[config.mk]
export PLATFORM = sky130hd
export DESIGN_NAME = egp_mult
export DESIGN_NICKNAME = d
export VERILOG_FILES = /design/src/rtl/egp_pkg.sv /design/src/rtl/egp_mult.sv
export SDC_FILE = /design/constraint.sdc
export NUM_CORES = 2
export LEC_CHECK = 0
export BUFFER_PORTS_ARGS = -buffer_cell sky130_fd_sc_hd__buf_4
export CAP_MARGIN = 20
export CORE_MARGIN = 2
export CORE_UTILIZATION = 51
export CTS_BUF_LIST = sky130_fd_sc_hd__clkbuf_2
export DETAILED_ROUTE_END_ITERATION = 12
export GPL_ROUTABILITY_DRIVEN = 0
export PLACE_DENSITY = 0.67
export SETUP_SLACK_MARGIN = 0.4
export SYNTH_ARGS = -nofsm -noshare
export SYNTH_HDL_FRONTEND = slang
export SYNTH_SLANG_ARGS = --single-unit
[constraint.sdc]
create_clock -name clk -period 8.7 [get_ports clk]
set_clock_uncertainty 0.15 [all_clocks]
set_input_delay 0.435 -clock clk [delete_from_list [all_inputs] [get_ports clk]]
set_output_delay 0.435 -clock clk [all_outputs]
set_load 0.01 [all_outputs]
[src/rtl/egp_pkg.sv]
`default_nettype none

package egp_pkg;

  // width of each coordinate field on the port
  localparam int FIELD_WIDTH = 16;
  // default working precision of the coordinates
  localparam int COORD_WIDTH_DEF = 16;

  typedef enum logic [1:0] {
    PRED_PLANAR   = 2'd0,
    PRED_SPATIAL  = 2'd1,
    PRED_INCIRCLE = 2'd2,
    PRED_NONE     = 2'd3
  } pred_t;

  // control travelling alongside the datapath
  typedef struct packed {
    logic  valid;
    pred_t sel;
  } ctl_t;

  typedef struct packed {
    logic signed [FIELD_WIDTH-1:0] point_a_x;
    logic signed [FIELD_WIDTH-1:0] point_a_y;
    logic signed [FIELD_WIDTH-1:0] point_a_z;
    logic signed [FIELD_WIDTH-1:0] point_b_x;
    logic signed [FIELD_WIDTH-1:0] point_b_y;
    logic signed [FIELD_WIDTH-1:0] point_b_z;
    logic signed [FIELD_WIDTH-1:0] point_c_x;
    logic signed [FIELD_WIDTH-1:0] point_c_y;
    logic signed [FIELD_WIDTH-1:0] point_c_z;
    logic signed [FIELD_WIDTH-1:0] point_d_x;
    logic signed [FIELD_WIDTH-1:0] point_d_y;
    logic signed [FIELD_WIDTH-1:0] point_d_z;
  } operands_t;

  typedef struct packed {
    logic signed [1:0]  exact_sign;
    logic signed [63:0] determinant_value;
    logic               value_saturated;
  } result_t;

  // slots of the coordinate difference vector
  localparam int D_ABX = 0;
  localparam int D_ABY = 1;
  localparam int D_ABZ = 2;
  localparam int D_ACX = 3;
  localparam int D_ACY = 4;
  localparam int D_ACZ = 5;
  localparam int D_ADX = 6;
  localparam int D_ADY = 7;
  localparam int D_ADZ = 8;
  localparam int D_BDX = 9;
  localparam int D_BDY = 10;
  localparam int D_CDX = 11;
  localparam int D_CDY = 12;
  localparam int D_BCX = 13;
  localparam int D_BCY = 14;
  localparam int NUM_DIFFS = 15;

  // number of small products formed in the second stage
  localparam int NUM_PRODS = 12;

endpackage

`default_nettype wire

[src/rtl/egp_mult.sv]
`default_nettype none

module egp_mult import egp_pkg::*; #(
  parameter int COORD_WIDTH = COORD_WIDTH_DEF
) (
  input  wire logic                              clk,
  input  wire logic signed [2*COORD_WIDTH+2:0]   f,
  input  wire logic signed [2*COORD_WIDTH+2:0]   g,
  output logic signed [4*COORD_WIDTH+5:0]        prod
);

  localparam int OW = 2 * COORD_WIDTH + 3;
  localparam int LW = OW / 2;
  localparam int HW = OW - LW;
  localparam int PW = 2 * OW;

  logic signed [HW-1:0]      fh, gh;
  logic signed [LW:0]        fl, gl;
  logic signed [2*HW-1:0]    pp_hh;
  logic signed [HW+LW:0]     pp_hl, pp_lh;
  logic signed [2*LW+1:0]    pp_ll;

  // split each operand into a signed upper half and an unsigned lower half
  assign fh = f[OW-1:LW];
  assign gh = g[OW-1:LW];
  assign fl = {1'b0, f[LW-1:0]};
  assign gl = {1'b0, g[LW-1:0]};

  always_ff @(posedge clk) begin
    pp_hh <= fh * gh;
    pp_hl <= fh * gl;
    pp_lh <= fl * gh;
    pp_ll <= fl * gl;
  end

  always_ff @(posedge clk) begin
    prod <= (PW'(pp_hh) <<< (2 * LW)) + (PW'(pp_hl) <<< LW)
          + (PW'(pp_lh) <<< LW) + PW'(pp_ll);
  end

endmodule

`default_nettype wire

==> qor.yml <==
outcome:
  outcome: "finished clean"
cts:
  cts-root-buf: "clkbuf_2"
  cts_tree: "yes"
  clk_pin_slew_ps: 140
  cts_buffers: 60
  worst_skew_pair.late_latency_ps: 1200
  htree_levels: 2
  clock_sinks: 212
  postCtsSetupBuffers: 0
  clockBufferDepth: 3
global_route:
  antenna_found_initial: 8
  grt_pass1_wl_um: 211000
  grt_overflow: 0
  track_usage_pct: 26.1
  grt_max_degree: 36
  grt_pass1_vias: 40027
logic_synthesis:
  yosys-top-cells-area: "fa_1 45%, ha_1 12%, inv_1 9.5%, dfxtp_1 8.3%, and2_1 7.1%"
  synth_top_area_share_pct: 45.1
  synth_nets: 7255
  synth_warnings: 0
  synth-main-ff-cell: "dfxtp_1"
  async_flop_share_pct: 0
  syn-cell-area_um2: 51400
  synth-edff-count: 0
  ys_seq_area_share_pct: 8.26
  synth_cell_types: 76
  synth_top_area_cell: "fa_1"
  avgSynthCellArea_um2: 9.25
  synth_cells: 5554
  synth-seq-cells: 212
floorplanning:
  ioPinCount: 141
  start_util_pct: 51.4
  core_um2: 100000
  std_cell_rows: 116
  die-area_um2: 103000
  die_w_um: 321
  die_height_um: 321
layout:
  final_cells: 6897
  nets: 7248
  area_growth_pct: 5.33
  fillers: 9148
  drive_gt1_share_pct: 5.09
critical_path:
  critPathSlowestCell: "dlygate4sd3_1"
  crit_fanout: 35
  crit_start: "f[0]"
  arrival_ps: 7540
  crit_path_frequent_cell: "ha_1"
  rrSetupSlack_ps: 4240
  crit_buf_inv: 7
  crit_type: "in2reg"
  timing.rr.start: "pp_hl[1]"
  worstSetupEndpointType: "register"
  rr_worst_depth: 14
  crit_cells: 26
  r2r-end: "prod[64]"
  crit_family: "adder cells"
  crit_end: "pp_lh[35]"
  cp_slowest_stage_delay_ps: 590
  critical_path_required_ps: 9460
  critPathLaunchType: "input port"
timing:
  setup_viol: 0
  whs_ps: 162
  fin_setup_tns_ps: 0
  slew_viol_final: 0
  slew_headroom_pct: 32.4
  period_share_pct: 77.9
  hold_violations: 0
  max_freq_mhz: 148
  tightest_slew_ps: 1010
  finalCriticalPeriod_ps: 6780
  rsz0062_at_grt: "no"
drt:
  totalWireLength_um: 128000
  drc: 0
  ant_nets: 0
  drtIter0Drc: 1971
  post_drt_wl_per_cell_um: 18.5
  via_per_inst: 5.28
  vias: 36450
  first_pass_iters: 8
place:
  post-place-cells: 6761
  port_buffers: 140
  dp_hpwl_um: 99600
worst_hold_path:
  hp-class: "in2reg"
job:
  drv_cap: 0
==> synthesized netlist by cell type, drive strengths merged (4+ instances only) <==
cell,count
a311oi,6
nor2b,19
nor3b,4
and3,17
or2,7
xnor2,119
nor3,25
a31o,5
o211ai,12
inv,1305
a41o,4
and4,6
o311ai,4
fa,1157
or3,16
xor2,50
o21bai,22
nand2,685
buf,4
o31a,4
dfxtp,212
o21a,34
a2111oi,6
nand2b,36
a21oi,131
o22ai,6
a21o,70
nand3,23
ha,473
and2,583
o21ai,76
nand4,14
a211oi,20
a31oi,9
o31ai,8
clkbuf,236
a21boi,7
nor2,103
==> layout by cell type (no fill, tap or decap), types with 7 or more instances in the layout <==
cell	netlist	final
nand2_1	685	685
xnor2_1	119	119
or3_1	16	16
clkinv_2	0	11
dfxtp_1	212	212
xor2_1	50	50
a31oi_1	9	9
clkinv_1	0	12
nor3_1	25	25
o211ai_1	11	11
nor2b_1	19	19
ha_1	473	473
a211oi_1	17	17
clkbuf_2	1	82
and3_1	17	17
o21a_1	34	34
nand3_1	23	23
a21o_1	70	70
buf_4	0	149
a21oi_1	128	128
nor2_1	103	103
o21ai_0	71	71
fa_1	1157	1157
o21bai_1	22	22
nand4_1	14	14
inv_1	1305	1305
or2_2	7	7
dlygate4sd3_1	0	22
nand2b_1	36	36
and2_1	582	582
==> what timing repair did <==
| item | CTS | global route |
|---|---|---|
| hold buffers | 22 | 0 |
| setup endpoints to repair | 0 | 0 |
| resized for setup | 0 | 0 |
| hold endpoints to repair | 16 | 0 |
==> worst register-to-register path, cell delays in order, from the launching register on <==
cell	delay (ps)
dfxtp_1	330
fa_1	530
ha_1	180
inv_1	70
fa_1	460
nor2b_1	130
o21a_1	130
o21ai_0	110
a21oi_1	290
o211a_1	270
a21oi_2	180
o21ai_1	650
a21oi_2	260
o2111a_1	310
a211oi_1	250
==> layout make-up <==
type / count / area, µm² / area share, %
Multi-Input combinational cell: 3797 / 41300 / 76.4
Sequential cell: 212 / 4240 / 7.84
Antenna cell: 3 / 7.51 / 0.0139
Inverter: 1305 / 4900 / 9.05
Timing Repair Buffer: 171 / 1340 / 2.47
Clock buffer: 82 / 410 / 0.758
Clock inverter: 29 / 259 / 0.479
Tap cell: 1298 / 1620 / 3.00
==> how the worst min path moves through the flow <==
stage | slack, ps | endpoint | cells after the start | from
global route | 100 | pp_hh[3] | 3 | g[20]
floorplan | 160 | prod[0] | 0 | pp_ll[0]
finish | 160 | pp_hh[3] | 3 | g[20]
global placement | 160 | prod[9] | 0 | pp_ll[9]
CTS | 10 | pp_hh[3] | 3 | g[20]
detailed placement | 160 | prod[16] | 0 | pp_ll[16]
==> cells by family after synthesis <==
family / Yosys count / share of synthesized area, %
adder cells (fa/ha/maj): 1630 / 56.6
AND/OR/NAND/NOR: 1546 / 14.9
buffers and inverters: 1545 / 11.3
AO/OA/AOI/OAI: 450 / 6.00
flip-flops: 212 / 8.26
XOR/XNOR: 169 / 2.88
multiplexers: 2 / 0.0390
==> routing by layer <==
layer / routed length [µm] / GRT usage, % / share of wire (%)
met5: 58 / 0 / 0.045
met1: 51600 / 32.2 / 40
met4: 5700 / 10.6 / 4.5
met3: 7250 / 3.99 / 5.7
met2: 62900 / 45.5 / 49
==> metrics by stage <==
step           util, %  setup slack, ps  instance area (µm²)
2_1_floorplan        -             2180                51400
3_3_place_gp      53.2             1660                53200
3_5_place_dp      53.2             1600                53200
4_1_cts           54.1             2130                54100
5_1_grt           54.1             1630                54100
6_report          54.1             1920                54100
==> registers in the layout, indices dropped and copies added, names as in the netlist <==
register and cells:
pp_hl 36, pp_hh 36, pp_ll 34, prod 70
pp_lh 36
Power is not shown: default switching activity piles up to over one toggle a cycle in this logic, so the estimate is an artifact.
