## src/rtl/egp_pkg.sv

```systemverilog
`default_nettype none

package egp_pkg;

  // width of each coordinate field on the port
  localparam int FIELD_WIDTH = 16;
  // default working precision of the coordinates
  localparam int COORD_WIDTH_DEF = 16;

  typedef enum logic [1:0] {
    PRED_PLANAR   = 2'd0,
    PRED_SPATIAL  = 2'd1,
    PRED_INCIRCLE = 2'd2,
    PRED_NONE     = 2'd3
  } pred_t;

  // control travelling alongside the datapath
  typedef struct packed {
    logic  valid;
    pred_t sel;
  } ctl_t;

  typedef struct packed {
    logic signed [FIELD_WIDTH-1:0] point_a_x;
    logic signed [FIELD_WIDTH-1:0] point_a_y;
    logic signed [FIELD_WIDTH-1:0] point_a_z;
    logic signed [FIELD_WIDTH-1:0] point_b_x;
    logic signed [FIELD_WIDTH-1:0] point_b_y;
    logic signed [FIELD_WIDTH-1:0] point_b_z;
    logic signed [FIELD_WIDTH-1:0] point_c_x;
    logic signed [FIELD_WIDTH-1:0] point_c_y;
    logic signed [FIELD_WIDTH-1:0] point_c_z;
    logic signed [FIELD_WIDTH-1:0] point_d_x;
    logic signed [FIELD_WIDTH-1:0] point_d_y;
    logic signed [FIELD_WIDTH-1:0] point_d_z;
  } operands_t;

  typedef struct packed {
    logic signed [1:0]  exact_sign;
    logic signed [63:0] determinant_value;
    logic               value_saturated;
  } result_t;

  // slots of the coordinate difference vector
  localparam int D_ABX = 0;
  localparam int D_ABY = 1;
  localparam int D_ABZ = 2;
  localparam int D_ACX = 3;
  localparam int D_ACY = 4;
  localparam int D_ACZ = 5;
  localparam int D_ADX = 6;
  localparam int D_ADY = 7;
  localparam int D_ADZ = 8;
  localparam int D_BDX = 9;
  localparam int D_BDY = 10;
  localparam int D_CDX = 11;
  localparam int D_CDY = 12;
  localparam int D_BCX = 13;
  localparam int D_BCY = 14;
  localparam int NUM_DIFFS = 15;

  // number of small products formed in the second stage
  localparam int NUM_PRODS = 12;

endpackage

`default_nettype wire

```

## src/rtl/egp_diff.sv

```systemverilog
`default_nettype none

module egp_diff import egp_pkg::*; #(
  parameter int COORD_WIDTH = COORD_WIDTH_DEF
) (
  input  wire logic                    clk,
  input  wire logic                    rst,
  input  wire ctl_t                    ctl_in,
  input  wire operands_t               operands,
  output ctl_t                         ctl_out,
  output logic signed [COORD_WIDTH:0]  diff [NUM_DIFFS]
);

  localparam int DW = COORD_WIDTH + 1;

  logic signed [COORD_WIDTH-1:0] ax, ay, az, bx, by, bz, cx, cy, cz, dx, dy, dz;
  logic signed [DW-1:0]          diff_next [NUM_DIFFS];

  // bits above the working precision are dropped, narrower fields sign-extend
  assign ax = COORD_WIDTH'(operands.point_a_x);
  assign ay = COORD_WIDTH'(operands.point_a_y);
  assign az = COORD_WIDTH'(operands.point_a_z);
  assign bx = COORD_WIDTH'(operands.point_b_x);
  assign by = COORD_WIDTH'(operands.point_b_y);
  assign bz = COORD_WIDTH'(operands.point_b_z);
  assign cx = COORD_WIDTH'(operands.point_c_x);
  assign cy = COORD_WIDTH'(operands.point_c_y);
  assign cz = COORD_WIDTH'(operands.point_c_z);
  assign dx = COORD_WIDTH'(operands.point_d_x);
  assign dy = COORD_WIDTH'(operands.point_d_y);
  assign dz = COORD_WIDTH'(operands.point_d_z);

  always_comb begin
    diff_next[D_ABX] = DW'(ax) - DW'(bx);
    diff_next[D_ABY] = DW'(ay) - DW'(by);
    diff_next[D_ABZ] = DW'(az) - DW'(bz);
    diff_next[D_ACX] = DW'(ax) - DW'(cx);
    diff_next[D_ACY] = DW'(ay) - DW'(cy);
    diff_next[D_ACZ] = DW'(az) - DW'(cz);
    diff_next[D_ADX] = DW'(ax) - DW'(dx);
    diff_next[D_ADY] = DW'(ay) - DW'(dy);
    diff_next[D_ADZ] = DW'(az) - DW'(dz);
    diff_next[D_BDX] = DW'(bx) - DW'(dx);
    diff_next[D_BDY] = DW'(by) - DW'(dy);
    diff_next[D_CDX] = DW'(cx) - DW'(dx);
    diff_next[D_CDY] = DW'(cy) - DW'(dy);
    diff_next[D_BCX] = DW'(bx) - DW'(cx);
    diff_next[D_BCY] = DW'(by) - DW'(cy);
  end

  always_ff @(posedge clk) begin
    if (rst) begin
      ctl_out <= '0;
    end else begin
      ctl_out <= ctl_in;
    end
  end

  always_ff @(posedge clk) begin
    diff <= diff_next;
  end

endmodule

`default_nettype wire

```

## config.mk

```make
export PLATFORM = sky130hd
export DESIGN_NAME = egp_diff
export DESIGN_NICKNAME = d
export VERILOG_FILES = /design/src/rtl/egp_pkg.sv /design/src/rtl/egp_diff.sv
export SDC_FILE = /design/constraint.sdc
export NUM_CORES = 1
export LEC_CHECK = 0
export BUFFER_PORTS_ARGS = -buffer_cell sky130_fd_sc_hd__buf_2
export CELL_PAD_IN_SITES_DETAIL_PLACEMENT = 1
export CELL_PAD_IN_SITES_GLOBAL_PLACEMENT = 1
export CORE_MARGIN = 3
export CORE_UTILIZATION = 40
export CTS_BUF_LIST = sky130_fd_sc_hd__clkbuf_8
export CTS_CLUSTER_SIZE = 16
export DETAILED_ROUTE_END_ITERATION = 8
export HOLD_SLACK_MARGIN = 0.02
export PLACE_DENSITY_LB_ADDON = 0.1
export SLEW_MARGIN = 0
export SYNTH_ARGS = -nofsm -noshare
export SYNTH_HDL_FRONTEND = slang
export SYNTH_SLANG_ARGS = --single-unit
```

## constraint.sdc

```tcl
create_clock -name clk -period 2.4 [get_ports clk]
set_clock_uncertainty 0.1 [all_clocks]
set_input_delay 0.24 -clock clk [delete_from_list [all_inputs] [get_ports clk]]
set_output_delay 0.24 -clock clk [all_outputs]
set_load 0.1 [all_outputs]
```

==> impl_metrics.yaml <==
yosys:
  synth_fa_ha_area_share_pct: 19.8
  proportion_of_synthesized_chip_area_in_sequential_cells_pct: 31.0
  post-synth-top-area-fraction_pct: 31.0
  combinational_family_with_the_most_area_after_synthesis: "adder cells"
  unique_masters_post_synth: 76
  post-synth-top-area-cell: "sky130_fd_sc_hd__dfxtp_1"
  synth_most_common_cell: "sky130_fd_sc_hd__dfxtp_1"
  yosys-mux-area-fraction_pct: 0.481
  synth.area.top_cells: "sky130_fd_sc_hd__dfxtp_1 31%, sky130_fd_sc_hd__ha_1 18%, sky130_fd_sc_hd__xnor2_1 6.5%"
  yosysWarnings: 0
  yosys.area_share.xor_xnor_pct: 8.26
  synth_commonest_cells: "258 x sky130_fd_sc_hd__dfxtp_1, 251 x sky130_fd_sc_hd__inv_1, 240 x sky130_fd_sc_hd__ha_1"
  async_flop_share_pct: 0
  postSynthRegisterBits: 258
  synth.net_count: 2374
  predominant_post_synthesis_flop_cell: "sky130_fd_sc_hd__dfxtp_1"
  mappedNetlistArea_um2: 16700
  synthCells: 1922
  synth-edff-count: 0
  synth_simple_gate_area_share_pct: 14.7
  synth_compound_gate_area_share_pct: 19.8
  synth.avg_cell_area_um2: 8.67
grt:
  grt_antenna_before_repair: 5
  grt_max_degree: 13
  met1_usage_pct: 34.0
  grt_remaining_overflow: 0
  busiest_layer: "met2"
  use_met2_pct: 51.3
  grt_usage_pct: 29.3
  grt_use_met3_pct: 7.17
  grt_pass1_wl_um: 103000
  via_count_of_the_first_global_routing_pass: 19200
placement:
  detailed_place.area_um2: 20700
  port_buffers: 454
  dpl.cell_count: 3047
  gp_routability_congestion: 0.902
  place.detailed.hpwl_um: 48900
status:
  outcome: "complete, but fails checks"
  violations_in_the_final_reports: "setup timing"
floorplan:
  pin_count: 455
  floorplan.initialDensity_pct: 40.6
  fp-row-count: 74
  core_region_area_um2: 41000
  floorplan.die_area_um2: 44100
  die_height_um: 210
  die_w_um: 210
critical_path:
  worstPathArrival_ps: 2840
  critPathSlowestCell: "sky130_fd_sc_hd__dlygate4sd3_1"
  maximum_fanout_encountered_on_the_critical_timing_path: 3
  critical_path_buf_inv_count: 4
  path_common_cell: "sky130_fd_sc_hd__dlygate4sd3_1"
  critical_path_cell_list: "dlygate4sd3_1 > buf_2 > ha_1 > buf_4 > o21ai_0 > a21oi_2 > o211ai_1 > nand2_1 > xor2_1 > dlygate4sd3_1"
  worst-endpoint-required_ps: 2820
  critPathKind: "input port to register"
  cpLargestDelayFamily: "buffers and inverters"
  critPathMaxStageDelay_ps: 550
  sort_of_element_at_the_end_of_the_critical_path: "register"
  worst_setup_sp_type: "input port"
pwr:
  irDropWorstVdd_v: 0.000716
  power.static_leakage_nw: 12.1
  power-per-cell-area_nw_per_um2: 933
clock_tree:
  numCtsBuffers: 49
  cts.sinks: 258
  clock_tree_from_tritoncts: "built"
  cts.clk_slew.worst_paths_ps: 70
  cts_root_buf: "sky130_fd_sc_hd__clkbuf_8"
  htree_levels: 2
  cts_buffer_depth: 3
min_path:
  holdCritPathClass: "input port to register"
  holdPathEnd: "diff[218]$_DFF_P_"
  worst_hold_startpoint: "operands[109]"
  hold-path-cell-count: 5
timing:
  timing.setup.tns_ps: -20.6
  fmax_mhz: 414
  slew-limit-headroom_pct: 50.6
  rsz0062_at_grt: "true"
  final_hold_viol_count: 0
  layout_min_cycle_time_ps: 2420
  finalCritPeriodShare_pct: 101
  final-setup-viol-count: 2
  postLayoutSetupSlackWorst_ps: -16.0
  final.hold.worst_slack_ps: 61.2
  maxSlewViolCount: 0
  tightest_slew_ps: 722
detailed_routing:
  dr.pass1.iters: 5
  drt-wirelength-per-cell_um: 20.1
  antenna_left: 0
  vias_per_cell: 5.25
  drc: 0
  drt_first_iter_violations: 652
  num_vias: 17500
  final_wirelength_um: 67200
cells_and_area:
  drive_above_1_share_pct: 27.1
  layout.nets: 3222
  finalNonFillerCells: 3339
  layout-area-overhead-vs-synth_pct: 44.3
  final_area_um2: 24000
run:
  timing.max_cap.violations: 0
metrics by stage:
stage	utilization (%)	setup slack, ps	total power, W
floorplan	-	144	0.0145
global placement	50.4	-217	0.0168
detailed placement	50.4	-313	0.0169
CTS	58.0	5.72	0.0223
global route	58.6	-105	0.0234
finish	58.6	-16.0	0.0224
report_power, final:
group | internal [W] | switching (W)
registers | 0.00518 | 0.000368
clock network | 0.00280 | 0.00212
logic | 0.00271 | 0.00925
worst max-delay path by stage:
stage / startpoint / slack [ps] / to / cells past startpoint
after floorplan: operands[160] / 140 / diff[135]$_DFF_P_ / 10
after global routing: operands[128] / -110 / diff[101]$_DFF_P_ / 13
final: operands[83] / -20 / diff[64]$_DFF_P_ / 10
after CTS: operands[168] / 6 / diff[185]$_DFF_P_ / 10
after global placement: operands[160] / -220 / diff[135]$_DFF_P_ / 12
after detailed placement: operands[112] / -310 / diff[82]$_DFF_P_ / 14
what timing repair did:
item	in CTS	in global routing
endpoints found under the setup margin	0	52
setup buffers	0	3
gates resized for setup	0	62
endpoints found under the hold margin	208	0
hold buffers	201	0
flip-flops by register name, indices dropped and copies added (netlist names):
signal   cells
diff       255
ctl_out      3
cell type report:
cell class,instances,area [µm²]
Antenna cell,2,5.00
Clock buffer,67,922
Clock inverter,19,170
Fill cell,4945,17000
Inverter,252,946
Multi-Input combinational cell,1400,10700
Sequential cell,258,5160
Tap cell,532,666
Timing Repair Buffer,809,5450
cells by family after synthesis:
kind of cell / count (synthesis)
multiplexers: 8
AO/OA/AOI/OAI: 487
XOR/XNOR: 157
AND/OR/NAND/NOR: 493
adder cells (fa/ha/maj): 255
buffers and inverters: 264
flip-flops: 258
cells in the final DEF, fill, tap and decap left out, types with 21 or more instances in the layout:
cell / count
sky130_fd_sc_hd__a21o_1: 44
sky130_fd_sc_hd__a21oi_1: 111
sky130_fd_sc_hd__a31oi_1: 21
sky130_fd_sc_hd__buf_2: 452
sky130_fd_sc_hd__buf_4: 156
sky130_fd_sc_hd__clkbuf_8: 67
sky130_fd_sc_hd__dfxtp_1: 258
sky130_fd_sc_hd__dlygate4sd3_1: 201
sky130_fd_sc_hd__ha_1: 237
sky130_fd_sc_hd__inv_1: 256
sky130_fd_sc_hd__nand2_1: 79
sky130_fd_sc_hd__nand2b_1: 29
sky130_fd_sc_hd__nand3_1: 36
sky130_fd_sc_hd__nor2_1: 145
sky130_fd_sc_hd__nor2b_1: 60
sky130_fd_sc_hd__nor3_1: 57
sky130_fd_sc_hd__o21a_1: 35
sky130_fd_sc_hd__o21ai_0: 56
sky130_fd_sc_hd__o21ai_1: 40
sky130_fd_sc_hd__xnor2_1: 124
sky130_fd_sc_hd__xor2_1: 33
routing by layer:
metal,wire (µm),up-vias
met5,30,-
met2,32800,544
met3,3940,189
met4,3110,6
met1,27300,8337
li1,-,8450
Note: power is estimated with default switching activity, not from simulation.
