**config.mk**
```make
export PLATFORM = sky130hd
export DESIGN_NAME = egp_accum
export DESIGN_NICKNAME = d
export VERILOG_FILES = /design/src/rtl/egp_pkg.sv /design/src/rtl/egp_accum.sv
export SDC_FILE = /design/constraint.sdc
export NUM_CORES = 1
export LEC_CHECK = 0
export BUFFER_PORTS_ARGS = -buffer_cell sky130_fd_sc_hd__buf_2
export CAP_MARGIN = 10
export CORE_ASPECT_RATIO = 1.1
export CORE_MARGIN = 2
export CORE_UTILIZATION = 31
export CTS_CLUSTER_SIZE = 40
export DETAILED_ROUTE_END_ITERATION = 7
export HOLD_SLACK_MARGIN = 0.03
export PLACE_DENSITY = 0.58
export SKIP_CTS_REPAIR_TIMING = 1
export SLEW_MARGIN = 20
export SYNTH_ARGS = -nofsm -noshare
export SYNTH_HDL_FRONTEND = slang
export SYNTH_SLANG_ARGS = --single-unit
```
**constraint.sdc**
```tcl
create_clock -name clk -period 8.28 [get_ports clk]
set_clock_uncertainty 0.2 [all_clocks]
set_input_delay 1.656 -clock clk [delete_from_list [all_inputs] [get_ports clk]]
set_output_delay 1.656 -clock clk [all_outputs]
set_load 0.02 [all_outputs]
```
**src/rtl/egp_pkg.sv**
```systemverilog
`default_nettype none

package egp_pkg;

  // width of each coordinate field on the port
  localparam int FIELD_WIDTH = 16;
  // default working precision of the coordinates
  localparam int COORD_WIDTH_DEF = 16;

  typedef enum logic [1:0] {
    PRED_PLANAR   = 2'd0,
    PRED_SPATIAL  = 2'd1,
    PRED_INCIRCLE = 2'd2,
    PRED_NONE     = 2'd3
  } pred_t;

  // control travelling alongside the datapath
  typedef struct packed {
    logic  valid;
    pred_t sel;
  } ctl_t;

  typedef struct packed {
    logic signed [FIELD_WIDTH-1:0] point_a_x;
    logic signed [FIELD_WIDTH-1:0] point_a_y;
    logic signed [FIELD_WIDTH-1:0] point_a_z;
    logic signed [FIELD_WIDTH-1:0] point_b_x;
    logic signed [FIELD_WIDTH-1:0] point_b_y;
    logic signed [FIELD_WIDTH-1:0] point_b_z;
    logic signed [FIELD_WIDTH-1:0] point_c_x;
    logic signed [FIELD_WIDTH-1:0] point_c_y;
    logic signed [FIELD_WIDTH-1:0] point_c_z;
    logic signed [FIELD_WIDTH-1:0] point_d_x;
    logic signed [FIELD_WIDTH-1:0] point_d_y;
    logic signed [FIELD_WIDTH-1:0] point_d_z;
  } operands_t;

  typedef struct packed {
    logic signed [1:0]  exact_sign;
    logic signed [63:0] determinant_value;
    logic               value_saturated;
  } result_t;

  // slots of the coordinate difference vector
  localparam int D_ABX = 0;
  localparam int D_ABY = 1;
  localparam int D_ABZ = 2;
  localparam int D_ACX = 3;
  localparam int D_ACY = 4;
  localparam int D_ACZ = 5;
  localparam int D_ADX = 6;
  localparam int D_ADY = 7;
  localparam int D_ADZ = 8;
  localparam int D_BDX = 9;
  localparam int D_BDY = 10;
  localparam int D_CDX = 11;
  localparam int D_CDY = 12;
  localparam int D_BCX = 13;
  localparam int D_BCY = 14;
  localparam int NUM_DIFFS = 15;

  // number of small products formed in the second stage
  localparam int NUM_PRODS = 12;

endpackage

`default_nettype wire

```
**src/rtl/egp_accum.sv**
```systemverilog
`default_nettype none

module egp_accum import egp_pkg::*; #(
  parameter int COORD_WIDTH = COORD_WIDTH_DEF
) (
  input  wire logic                            clk,
  input  wire logic                            rst,
  input  wire ctl_t                            ctl_in,
  input  wire logic signed [4*COORD_WIDTH+5:0] prod [3],
  output logic                                 done,
  output result_t                              result
);

  localparam int OW = 2 * COORD_WIDTH + 3;
  localparam int PW = 2 * OW;
  localparam int TW = PW + 2;
  localparam int SW = (TW > 64) ? TW : 64;

  localparam logic signed [63:0] SAT_MAX = {1'b0, {63{1'b1}}};
  localparam logic signed [63:0] SAT_MIN = {1'b1, {63{1'b0}}};

  logic signed [TW-1:0] total;
  logic                 total_valid;
  logic signed [SW-1:0] total_ext;
  logic                 negative;
  logic                 nonzero;
  logic                 fits;
  result_t              result_next;

  always_ff @(posedge clk) begin
    total <= TW'(prod[0]) + TW'(prod[1]) + TW'(prod[2]);
  end

  assign total_ext = SW'(total);
  assign negative  = total[TW-1];
  assign nonzero   = |total;
  // in range when every bit from 63 up copies the sign
  assign fits      = (total_ext[SW-1:63] == {(SW-63){total_ext[63]}});

  always_comb begin
    result_next.value_saturated = ~fits;
    if (negative) begin
      result_next.exact_sign = -2'sd1;
    end else if (nonzero) begin
      result_next.exact_sign = 2'sd1;
    end else begin
      result_next.exact_sign = 2'sd0;
    end
    if (fits) begin
      result_next.determinant_value = total_ext[63:0];
    end else if (negative) begin
      result_next.determinant_value = SAT_MIN;
    end else begin
      result_next.determinant_value = SAT_MAX;
    end
  end

  always_ff @(posedge clk) begin
    result <= result_next;
  end

  always_ff @(posedge clk) begin
    if (rst) begin
      total_valid <= 1'b0;
      done        <= 1'b0;
    end else begin
      total_valid <= ctl_in.valid;
      done        <= total_valid;
    end
  end

endmodule

`default_nettype wire

```
==> parameters.txt, run 1 <==
Parameter                              Value

GRT
  Pin count of the biggest net entering global routing    65
  GR Util All Layers    between 15 and 20%
  Via count of the first global-routing pass    8,338
  Antenna violations before repair    0
  GRT overflow    0
  First-pass GRT wire length    41.7 mm

Clocking
  Num Clock Sinks    roughly 140
  CTS H-Tree Depth    4
  Root buffer cell    clkbuf_16
  Clock slew seen by the registers of the worst setup and hold paths    approximately 0.060 ns
  Maximum root-to-sink buffer count    2
  Insertion delay of the later-clocked pin in the worst-skew pair    approximately 0.42 ns
  TritonCTS clock tree    yes
  Inserted Clock Buffers    17

Critical path
  Arrival time of the worst setup path    5.14 ns
  Kind of launch point of the worst setup path    input port
  Worst Setup Path Type    in2reg
  Slowest library cell on the worst path    fa_1
  Cell seen most often among critical-path stages    fa_1
  Required time reported for the critical path endpoint    about 8.4 ns
  Slowest cell delay on critical path    0.54 ns
  Setup crit end kind    flip-flop
  Gate family responsible for the most delay along the worst path    compound AO/OA/AOI/OAI gates
  Worst-case reg-to-reg path depth    6
  Count of buffering cells on the critical path with inverters included    2
  Worst-path fanout max    3
  Cell-by-cell listing of the critical path    buf_2 > fa_1 > ha_1 > inv_1 > fa_1 > nor2b_1 > o21ba_2 > o21ai_0 > a21oi_1 > o21ai_1 > o2111a_1 > nor3_2 > nor4b_1 > o22ai_1
  Cell count along the critical path    14

Drt
  Detailed-route wire length    26.6 mm
  Avg WL per Cell    15.3 µm
  Routed length on met2    12.8 mm
  Total met3 wirelength after detailed routing    960 µm
  Detailed-router iteration count before antenna repair    5
  DRT antenna net count    0
  Number of vias in the routed layout    roughly 8,300
  DR top layer    met4
  Wire length on met1    ~12 mm
  DRC violations left    0
  First DRT Iteration DRCs    slightly below 300
  Per-cell via count in the routed design    roughly 4.8

Floorplanning
  Initial core utilization    31.4%
  Core outline area    30,400 µm²
  Full die area    32,200 µm²
  Row count    67
  Die width    between 150 and 200 µm
  Number of top-level design ports    283
  Vertical die dimension    between 150 and 200 µm

Synthesis
  XOR/XNOR share of the synthesized area    around 6.0%
  Number of distinct library cells after synthesis    68
  Net Count, Synth    ~1,400
  Largest family of logic cells by synthesized area    adder cells
  Gate count of the mapped netlist    1,055
  Number of flops mapped to enable cells by yosys    0
  Synth Flop Type    dfxtp_1
  Share of synthesized area spent on multiplexers    0.105%
  Fraction of synthesis flops using an asynchronous set or reset pin    0%
  Register bit count reported by yosys    141
  Cell Area, Synth    9540 µm²
  Sequential fraction of the synthesis area    29.6%
  Complex-gate fraction of the synthesized area    21.5%
  Simple-gate share of the synthesized area    12.5%
  Yosys warns    0
  Average cell area after synthesis    9.05 µm²
  Fraction of the mapped netlist area in adder cells    24.1%

Layout
  Commonest cells after routing, fill and taps aside    buf_2 (280), dfxtp_1 (141), inv_1 (101), o21ai_0 (101), a21oi_1 (92)
  # diodes    0
  Net count reported at finish    1,663
  Most common cell after layout, fill and taps aside    buf_2
  Fraction of final layout cells sized beyond drive strength 1    25.6%
  Area grow syn2layout    25.0%

STA
  Worst max-slew margin expressed relative to the limit    49.0%
  Final min period    5.06 ns
  Sum Neg Setup Slack    0 ns
  Worst slew pin tran    ~0.76 ns
  Achievable frequency    198 MHz
  Final slew viol count    0
  Final-layout worst hold slack    roughly 0.24 ns
  Unrepaired setup endpoints after global routing    false
  Setup Viol. Count Final    0
  Hold violation total from the final report    0
  Ratio of final minimum period to clock period    61.1%

Job
  Max_cap viols    0

Placed design
  DP Wirelength    approximately 22 mm
  Final GP Congestion    0.836
  # port buffers    280

Run status
  Status    complete, no violations

Pwr
  Power Density    278 nW/µm²
  Maximum ir drop on the vdd rail    roughly 0.13 mV
  Lkg Pwr    roughly 5.5 nW

Hold path
  Min-Delay Path Class    reg2reg
  Hold Crit Depth    1
## routing by layer
layer | GRT usage [%] | vias up
met4 | 5.25 | 0
met3 | 1.98 | 39
met5 | 0 | -
li1 | - | 4196
met1 | 21.6 | 3828
met2 | 27.7 | 227
## synth_stat cells (8+ instances only)
master | count | share of area, %
dfxtp_1 | 141 | 30
inv_1 | 101 | 4.0
o21ai_0 | 101 | 5.3
a21oi_1 | 92 | 4.8
fa_1 | 71 | 15
ha_1 | 70 | 9.2
nand2_1 | 58 | 2.3
nor2_1 | 48 | 1.9
a21o_1 | 42 | 3.3
xnor2_1 | 39 | 3.6
buf_2 | 26 | 1.4
xor2_1 | 26 | 2.4
nand4_1 | 25 | 1.6
nor4_1 | 22 | 1.4
o21bai_1 | 21 | 1.7
clkbuf_1 | 20 | 0.79
nand3_1 | 16 | 0.84
nor2b_1 | 11 | 0.72
nor3_1 | 8 | 0.42
## state kept, by name (all words and copies together), names as in the netlist
name / cells
total: 72
total_valid: 1
done: 1
result: 67
## where the power goes
group          leakage (nW)  internal (W)  total, W  switching (W)
Clock                 0.308      0.000537  0.000833       0.000296
Sequential             1.19      0.000970   0.00111       0.000140
Combinational          4.04      0.000526   0.00137       0.000846
Total                  5.53       0.00203   0.00332        0.00128
## path summary, 6_finish.rpt
| kind | start | end | slack (ns) |
|---|---|---|---|
| max | prod[1] | total[71] | 3.22 |
| min | total_valid | done | 0.24 |
| max reg2reg | total[66] | result[30] | 5.45 |
| min reg2reg | total_valid | done | 0.24 |
## worst reg2reg max path: stages, from the launching register on
cell	delay [ns]
dfxtp_1	0.31
or4_1	0.49
or4_1	0.41
nor3_1	0.38
a41oi_4	0.08
nand2b_4	0.48
o21ai_0	0.30
## final cells by class
cell class,count,area [µm²]
Clock buffer,19,433
Sequential cell,141,2820
Clock inverter,13,214
Multi-Input combinational cell,765,6150
Timing Repair Buffer,281,1410
Inverter,101,379
Tap cell,414,518
Fill cell,3160,18500
## cell families (layout without fill, tap and decap cells)
| logic type | Yosys count | in the layout |
|---|---|---|
| buffers and inverters | 149 | 414 |
| AND/OR/NAND/NOR | 230 | 230 |
| multiplexers | 1 | 1 |
| flip-flops | 141 | 141 |
| AO/OA/AOI/OAI | 328 | 328 |
| XOR/XNOR | 65 | 65 |
| adder cells (fa/ha/maj) | 141 | 141 |
## stage by stage
stage,instances,setup slack (ns),util [%],area (µm²),power (W)
2_1_floorplan,1055,3.71,-,9540,0.00203
3_3_place_gp,1702,2.85,37.0,11300,0.00250
3_5_place_dp,1702,2.83,37.0,11300,0.00251
4_1_cts,1734,3.24,39.2,11900,0.00335
5_1_grt,1734,3.03,39.2,11900,0.00355
6_report,1734,3.22,39.2,11900,0.00332
Note: power is estimated with default switching activity, not from simulation.
==> inputs of run 2 (changes only) <==
- PLACE_DENSITY: 0.58 -> 0.59
- clock period: 8.28 -> 4.3 ns (I/O delays scaled with it)
==> parameters.txt, run 2 (same netlist as run 1, synthesis figures left out) <==
Parameter                              Value

Run status
  Status    complete, no violations (unchanged)

Drt
  Detailed-route wire length    26.9 mm (was 26.6 mm)
  DRC violations left    0 (unchanged)
  Number of vias in the routed layout    8,410 (was 8,290)
  Per-cell via count in the routed design    4.70 (was 4.78)
  Avg WL per Cell    15.0 µm (was 15.3 µm)
  DRT antenna net count    0 (unchanged)
  First DRT Iteration DRCs    313 (was 297)
  Detailed-router iteration count before antenna repair    5 (unchanged)

Critical path
  Worst Setup Path Type    in2reg (unchanged)
  Worst-case reg-to-reg path depth    6 (unchanged)
  Kind of launch point of the worst setup path    input port (unchanged)
  Setup crit end kind    flip-flop (unchanged)
  Gate family responsible for the most delay along the worst path    adder cells (was compound AO/OA/AOI/OAI gates)
  Reg-to-Reg Start    total[66] (unchanged)
  Slowest library cell on the worst path    fa_1 (unchanged)
  Worst-path fanout max    3 (unchanged)
  Slowest cell delay on critical path    0.54 ns (about the same)
  Cell seen most often among critical-path stages    fa_1 (unchanged)
  Arrival time of the worst setup path    4.12 ns (was 5.14 ns)
  Required time reported for the critical path endpoint    4.38 ns (was 8.36 ns)
  Setup slack of the most critical reg-to-reg path    1.17 ns (was 5.45 ns)
  Cell count along the critical path    15 (was 14)
  Endpoint of the lowest-slack register-to-register path    result[39] (was result[30])
  Count of buffering cells on the critical path with inverters included    3 (was 2)
  Cell-by-cell listing of the critical path    buf_2 > fa_1 > ha_1 > inv_1 > fa_1 > nor2b_1 > o21ba_2 > o21ai_0 > a21oi_1 > buf_4 > o21ai_1 > o2111a_1 > nor3_2 > nor4b_1 > o22ai_1 (was buf_2 > fa_1 > ha_1 > inv_1 > fa_1 > nor2b_1 > o21ba_2 > o21ai_0 > a21oi_1 > o21ai_1 > o2111a_1 > nor3_2 > nor4b_1 > o22ai_1)

Floorplanning
  Full die area    32,200 µm² (unchanged)
  Vertical die dimension    188 µm (unchanged)
  Initial core utilization    31.4% (unchanged)
  Row count    67 (unchanged)
  Die width    171 µm (unchanged)
  Core outline area    30,400 µm² (unchanged)
  Number of top-level design ports    283 (unchanged)

STA
  Unrepaired setup endpoints after global routing    false (unchanged)
  Setup Viol. Count Final    0 (unchanged)
  Achievable frequency    248 MHz
  Worst max-slew margin expressed relative to the limit    45.0% (was 49.0%)
  Sum Neg Setup Slack    0 ns (unchanged)
  Worst slew pin tran    0.818 ns (was 0.758 ns)
  Hold violation total from the final report    0 (unchanged)
  Final min period    a little over 4 ns
  Final slew viol count    0 (unchanged)
  Ratio of final minimum period to clock period    a little over nine tenths

Pwr
  Power Density    522 nW/µm² (was 278 nW/µm²)
  Combinational power share    43.6% (was 41.4%)
  Switching power total    0.00250 W (was 0.00128 W)
  Overall Power    0.00643 W (was 0.00332 W)
  Internal power    0.00393 W (was 0.00203 W)
  Sequential share of power    33.2% (was 33.5%)
  Switching part of the total    38.8% (was 38.7%)
  Clock share of power    23.2% (was 25.1%)
  Maximum ir drop on the vdd rail    0.180 mV (was 0.135 mV)
  Lkg Pwr    5.78 nW (was 5.53 nW)

Layout
  Commonest cells after routing, fill and taps aside    buf_2 (280), dfxtp_1 (141), inv_1 (101), o21ai_0 (101), a21oi_1 (92) (unchanged)
  Footprint of the multi-input gates    6140 µm² (was 6150 µm²)
  Net count reported at finish    1,719 (was 1,663)
  Most flop-heavy register    total (unchanged)
  Fraction of final layout cells sized beyond drive strength 1    28.7% (was 25.6%)
  Most common cell after layout, fill and taps aside    buf_2 (unchanged)
  Total of fill cells in the finished design    3,073 (was 3,160)
  # diodes    0 (unchanged)
  Post-route cell area    12,300 µm² (was 11,900 µm²)
  Area grow syn2layout    28.9% (was 25.0%)
  Largest register FFs    72 (unchanged)
  Seq. cell area    2820 µm² (unchanged)
  Registers with the highest flip-flop counts    total (72), result (67) (unchanged)

Hold path
  Hold Crit Depth    0 (was 1)
  End point of the most critical hold path    result[66] (was done)
  Min-Delay Path Class    reg2reg (unchanged)
  Hold wc startpoint    total[71] (was total_valid)

Clocking
  Clock slew seen by the registers of the worst setup and hold paths    0.06 ns (about the same)
  Root buffer cell    clkbuf_16 (unchanged)
  Inserted Clock Buffers    17 (unchanged)
  Num Clock Sinks    141 (unchanged)
  CTS H-Tree Depth    4 (unchanged)
  TritonCTS clock tree    yes (unchanged)
  Insertion delay of the later-clocked pin in the worst-skew pair    0.42 ns (about the same)
  Maximum root-to-sink buffer count    2 (unchanged)

GRT
  GR Util All Layers    16.8% (was 16.4%)
  Antenna violations before repair    0 (unchanged)
  Via count of the first global-routing pass    8,628 (was 8,338)
  Pin count of the biggest net entering global routing    65 (unchanged)
  GRT overflow    0 (unchanged)
  First-pass GRT wire length    42.9 mm (was 41.7 mm)

Placed design
  Area post-placement    11,700 µm² (was 11,300 µm²)
  Final GP Congestion    0.861 (was 0.836)
  # port buffers    280 (unchanged)
  DP Wirelength    23.0 mm (was 22.3 mm)

Job
  Max_cap viols    0 (unchanged)
[run 2: changes by cell type in the layout (fill, tap and decap cells not counted)]
cell and delta:
buf_4 +56, bufinv_16 -2, clkbuf_1 -1, clkbuf_8 +1, clkinv_2 +1, clkinv_4 +1
clkinvlp_4 +1, inv_6 -1, nand2b_2 +1, nand2b_4 -1
[run 2: worst reg2reg max path, stage by stage, from the launching register on]
cell	delay, ns
dfxtp_1	0.31
or4_1	0.51
or4_1	0.41
nor3_1	0.39
a41oi_4	0.06
nand2b_2	0.58
o21ai_0	0.42
[run 2: routing by layer]
metal	GRT usage, %	vias up	share of wire (%)
li1	-	4313	-
met1	21.8	3850	46
met2	28.9	215	48
met3	2.30	32	3.9
met4	4.76	0	2.1
met5	0	-	0
[run 2: how the worst max path moves through the flow]
stage | to | slack [ns] | startpoint
after floorplan | total[67] | 0.53 | prod[1]
after global placement | total[71] | -0.12 | prod[1]
after detailed placement | total[71] | -0.12 | prod[1]
after CTS | total[71] | 0.28 | prod[1]
after global routing | total[66] | 0.009 | prod[5]
final | total[71] | 0.26 | prod[1]
[run 2: stage by stage]
step | instances | utilization, % | worst slack (ns) | hold slack (ns)
after floorplan | 1055 | - | 0.528 | 0.177
final | 1790 | 40.4 | 0.260 | 0.249
after detailed placement | 1758 | 38.4 | -0.123 | 0.246
after global routing | 1790 | 40.4 | 0.00861 | 0.257
after global placement | 1758 | 38.4 | -0.123 | 0.229
after CTS | 1790 | 40.4 | 0.279 | 0.258
[run 2: area by class of cell]
class | count | area share, %
multi-input combinational | 765 | 49.9
sequential | 141 | 22.9
timing repair buffer | 337 | 14.9
tap | 414 | 4.21
clock buffer | 19 | 3.60
inverter | 101 | 3.08
clock inverter | 13 | 1.35
[run 2: power by group through the flow]
stage	clock network, W	logic, W	registers [W]
floorplan	0	0.00156	0.00234
global placement	0	0.00281	0.00216
detailed placement	0	0.00282	0.00217
CTS	0.00153	0.00283	0.00214
global route	0.00159	0.00312	0.00220
finish	0.00149	0.00280	0.00213
